File: src/sv/prs_pkg.sv
// ----------------------------------------------------------------------------
// prs_pkg: shared types and constants of the pairwise rigidity score block
// Fixed-point widths, register indexes, queue sizing and reciprocal table.
// ----------------------------------------------------------------------------
package prs_pkg;

    // coordinate format
    localparam int COORD_FRAC_BITS = 16;
    localparam int COORD_W         = 32;
    localparam int MAG_W           = 32;
    localparam int SQ_W            = 64;
    localparam int RAD_W           = 66;
    localparam int ROOT_W          = 34;
    localparam int TRIAL_W         = 68;

    // distance difference and exponent argument
    localparam int DW       = COORD_FRAC_BITS + 10;
    localparam int D2W      = 2 * DW;
    localparam int D2_LO_W  = 32;
    localparam int D2_HI_W  = D2W - D2_LO_W;
    localparam int KCOEF_W  = 32;
    localparam int FULL_W   = D2W + KCOEF_W;
    localparam int X_SH     = 2 * COORD_FRAC_BITS - 16;
    localparam int X_INT_W  = FULL_W - 32 - X_SH;
    localparam int T_W      = 29;
    localparam int V_W      = 30;
    localparam int EXP_W    = 32;
    localparam int SCORE_W  = 17;
    localparam int THR_W    = 17;

    localparam logic [X_INT_W-1:0] X_LIMIT_INT = X_INT_W'(12);
    localparam logic [EXP_W-1:0]   EXP_ONE     = 32'h8000_0000;

    // exponent pipeline shape
    localparam int TAYLOR_TERMS = 8;
    localparam int SQUARINGS    = 6;

    // queue between front and back
    localparam int QDEPTH  = 4;
    localparam int QPTR_W  = 2;
    localparam int QCNT_W  = 3;

    // configuration port
    localparam int CFG_IDX_W  = 8;
    localparam int CFG_DATA_W = 32;
    localparam logic [CFG_IDX_W-1:0] REG_KERNEL_COEFF    = 8'd0;
    localparam logic [CFG_IDX_W-1:0] REG_SCORE_THRESHOLD = 8'd1;
    localparam logic [KCOEF_W-1:0]   KERNEL_RESET        = 32'd65536;
    localparam logic [THR_W-1:0]     THRESHOLD_RESET     = 17'd45875;

    // floor(2^32 / n) for the Taylor term divisors
    localparam logic [32:0] RECIP [1:TAYLOR_TERMS] = '{
        33'd4294967296, 33'd2147483648, 33'd1431655765, 33'd1073741824,
        33'd858993459,  33'd715827882,  33'd613566756,  33'd536870912
    };

    typedef logic signed [COORD_W-1:0] coord_t;

    typedef struct packed {
        coord_t x;
        coord_t y;
        coord_t z;
    } prs_point_t;

    typedef struct packed {
        logic [RAD_W-1:0] src_rad;
        logic [RAD_W-1:0] tgt_rad;
    } prs_rad_t;

    typedef struct packed {
        logic     valid;
        prs_rad_t rad;
    } prs_item_t;

    typedef struct packed {
        logic [KCOEF_W-1:0] kernel_coeff;
        logic [THR_W-1:0]   score_threshold;
    } prs_cfg_t;

    // magnitude of the difference of two coordinates
    function automatic logic [MAG_W-1:0] abs_diff(input coord_t a, input coord_t b);
        logic signed [COORD_W:0] d;
        d = {a[COORD_W-1], a} - {b[COORD_W-1], b};
        return d[COORD_W] ? MAG_W'(-d) : MAG_W'(d);
    endfunction

endpackage

File: src/sv/prs_queue.sv
// ----------------------------------------------------------------------------
// prs_queue: short FIFO between front and back
// Holds radicand pairs so front and back advance independently.
// ----------------------------------------------------------------------------
module prs_queue
    import prs_pkg::*;
(
    input  logic              clk,
    input  logic              rst_n,
    input  prs_item_t         push_item,
    input  logic              pop,
    output prs_item_t         head,
    output logic [QCNT_W-1:0] count
);

    prs_rad_t          mem_reg [0:QDEPTH-1];
    logic [QPTR_W-1:0] wr_ptr_reg;
    logic [QPTR_W-1:0] rd_ptr_reg;
    logic [QCNT_W-1:0] count_reg;
    logic [QCNT_W-1:0] count_next;

    assign count_next = count_reg + QCNT_W'(push_item.valid) - QCNT_W'(pop);

    // advance pointers and fill count
    always_ff @(posedge clk or negedge rst_n)
    begin
        if (!rst_n)
        begin
            wr_ptr_reg <= '0;
            rd_ptr_reg <= '0;
            count_reg  <= '0;
        end
        else
        begin
            if (push_item.valid)
            begin
                wr_ptr_reg <= wr_ptr_reg + 1'b1;
            end
            if (pop)
            begin
                rd_ptr_reg <= rd_ptr_reg + 1'b1;
            end
            count_reg <= count_next;
        end
    end

    // store entry
    always_ff @(posedge clk)
    begin
        if (push_item.valid)
        begin
            mem_reg[wr_ptr_reg] <= push_item.rad;
        end
    end

    assign head.valid = (count_reg != '0);
    assign head.rad   = mem_reg[rd_ptr_reg];
    assign count      = count_reg;

endmodule

File: config.mk
export PLATFORM = sky130hd
export DESIGN_NAME = prs_queue
export DESIGN_NICKNAME = d
export VERILOG_FILES = /design/src/sv/prs_pkg.sv /design/src/sv/prs_queue.sv
export SDC_FILE = /design/constraint.sdc
export NUM_CORES = 1
export LEC_CHECK = 0
export BUFFER_PORTS_ARGS = -buffer_cell sky130_fd_sc_hd__buf_2
export CAP_MARGIN = 20
export CORE_UTILIZATION = 57
export DETAILED_ROUTE_END_ITERATION = 7
export PLACE_DENSITY = 0.79
export SYNTH_ARGS = -nofsm -noshare
export SYNTH_HDL_FRONTEND = slang
export SYNTH_SLANG_ARGS = --single-unit
File: constraint.sdc
create_clock -name clk -period 5.3 [get_ports clk]
set_input_delay 1.59 -clock clk [delete_from_list [all_inputs] [get_ports clk]]
set_output_delay 1.59 -clock clk [all_outputs]
set_load 0.02 [all_outputs]
==> results.cfg <==
[final_layout]
area_growth_pct = 18.3
layout_commonest_cell = edfxtp_1
fin_nets = 1173
fillers = 2067
instances_no_fill = 1522
drive_above_1_share = 0.459
final_cell_mix = edfxtp_1 (528), buf_2 (271), mux4_2 (132), clkbuf_16 (52), clkbuf_1 (14)
largest_register_ffs = 528

[sta]
finalCriticalPeriod_ps = 4190
setup_violations = 0
hold_viol = 0
clock_skew_ps = 22.7
holdWs_ps = 536
max-slew-margin-rel = 0.436
rsz0062_at_grt = no
tightest_slew_ps = 846
fmax_mhz = 239
slew_viol_final = 0
finalSetupTns_ps = 0
finalWorstSetupSlack_ps = 1110
period_share = 0.790

[floorplanning]
num_rows = 67
coreArea_um2 = 33500
die_area_um2 = 34800
ios = 272
fp.dieW_um = 187
start_util = 0.579
die_h_um = 187

[drt]
antenna_left = 0
drtIter0Drc = 495
via_count = 8653
viasPerCell = 5.69
drc_errors = 0
dr.pass1.iters = 5
drt_wl_total_um = 35700
wl_per_cell_um = 23.4

[synthesis]
yosysTopAreaCellShare = 0.817
ys_types = 16
yosysTopAreaCell = edfxtp_1
synth_seq_area_share = 0.826
yosys_register_bits = 535
synth_cells = 723
synth_top_family_by_area = multiplexers
synth-adder-area-share = 0.00490
synth.net_count = 866
synth_compound_area_frac = 0.000258
syn_area_um2 = 19400
synth_xor_area_frac = 0.00226
synthMuxAreaShare = 0.153
synthSimpleGateAreaFrac = 0.00200
avgSynthCellArea_um2 = 26.8
ys_warn_count = 0
synthTopCellsByArea = edfxtp_1 (82%), mux4_2 (15%), dfrtp_1 (0.90%)

[global_routing]
antenna_found_initial = 8
grt_start_max_net_pins = 133
grt_overflow = 0
grt_pass1_wl_um = 54200
grt_pass1_vias = 9182
grt_use_total = 0.210

[clock_network]
clk_latency_ps = 590
clock_path_buffers = 3
post_cts.resized_instances = 0
cts_made_buffers = 51
htree_num_levels = 2
cts.sinks = 535
hold_buffers = 0
clk_pin_slew_worst_paths_ps = 50
cts_tree = yes
postCtsSetupRepairBufs = 0
ctsRootBufferMaster = clkbuf_16

[placed_design]
dp_cells = 1425
io_buffers = 271
gp_congestion = 0.706
dpl.hpwl_um = 20900
place_ws_ps = 1650

[worst_setup_path]
crit_family = flip-flops
crit_required_ps = 3710
cp-end-kind = output port
crit_path_cell_trace = buf_12 -> mux4_2 -> buf_2
critical-path-slowest-cell = dfrtp_4
start_kind = register
slowest_delay_ps = 760
crit_type = register to output port
cp.arrival_ps = 2600
worstPathMaxFanout = 51
critical_path_buf_inv_count = 2

[flow_run]
max_cap_viol_count = 0

[pwr]
power.density_nw_per_um2 = 582
vdd_ir_drop_max_mv = 0.401
power.leakage_nw = 7.82

[status]
status = finished, final reports clean

[min_path]
min_path_type = register to register
==> routing by layer <==
layer / GRT usage / share of wire / wire length [um]
met1: 0.291 / 0.40 / 14200
met2: 0.325 / 0.49 / 17400
met3: 0.0617 / 0.090 / 3210
met4: 0.0712 / 0.021 / 755
met5: 0 / 0.0014 / 49
==> through the flow <==
stage / power [mW] / cell area [um2] / util
after floorplan: 8.79 / 19400 / -
after global placement: 9.96 / 21300 / 0.636
after detailed placement: 10.0 / 21300 / 0.636
after CTS: 13.5 / 22900 / 0.684
after global routing: 13.9 / 22900 / 0.684
final: 13.3 / 22900 / 0.684
==> worst paths after layout <==
kind | slack, ps | cells past startpoint | endpoint | start
min in group asynchronous | 850 | 1 | rd_ptr_reg[1] | rst_n
hold / removal | 540 | 1 | wr_ptr_reg[0] | wr_ptr_reg[0]
hold reg to reg | 540 | 1 | wr_ptr_reg[0] | wr_ptr_reg[0]
setup / recovery | 1110 | 3 | head[119] | rd_ptr_reg[0]
setup reg to reg | 3230 | 4 | mem_reg[2][85] | wr_ptr_reg[0]
max in group asynchronous | 4220 | 1 | rd_ptr_reg[0] | rst_n
==> Yosys cell counts <==
master,count
or3_1,1
xnor2_1,2
dfrtp_1,7
buf_2,16
ha_1,6
o21ai_0,1
inv_1,6
buf_6,8
mux4_2,132
and2_1,4
fa_1,1
nand2_1,2
clkbuf_1,5
xor2_1,3
edfxtp_1,528
buf_4,1
==> final cells by class <==
| type | instances | area [um2] | share of cell area |
|---|---|---|---|
| Sequential cell | 535 | 16000 | 0.699 |
| Multi-Input combinational cell | 152 | 3170 | 0.138 |
| Timing Repair Buffer | 284 | 1540 | 0.0672 |
| Clock buffer | 69 | 1400 | 0.0608 |
| Tap cell | 448 | 561 | 0.0244 |
| Clock inverter | 24 | 215 | 0.00938 |
| Inverter | 6 | 22.5 | 0.000981 |
| Antenna cell | 4 | 10.0 | 0.000436 |
==> kinds of logic after synthesis <==
| kind of cell | count (synthesis) |
|---|---|
| DFF | 535 |
| muxes | 132 |
| buffers and inverters | 36 |
| adders and majority gates | 7 |
| and+or+nand+nor | 7 |
| xor gates and xnor gates | 5 |
| AOI/OAI and AO/OA | 1 |
==> where the power goes <==
part	internal (mW)	switching, mW	total [mW]
Clock	1.99	1.46	3.46
Combinational	1.65	2.39	4.04
Sequential	5.54	0.314	5.85
Total	9.18	4.16	13.3
Note: power is estimated with default switching activity, not from simulation.
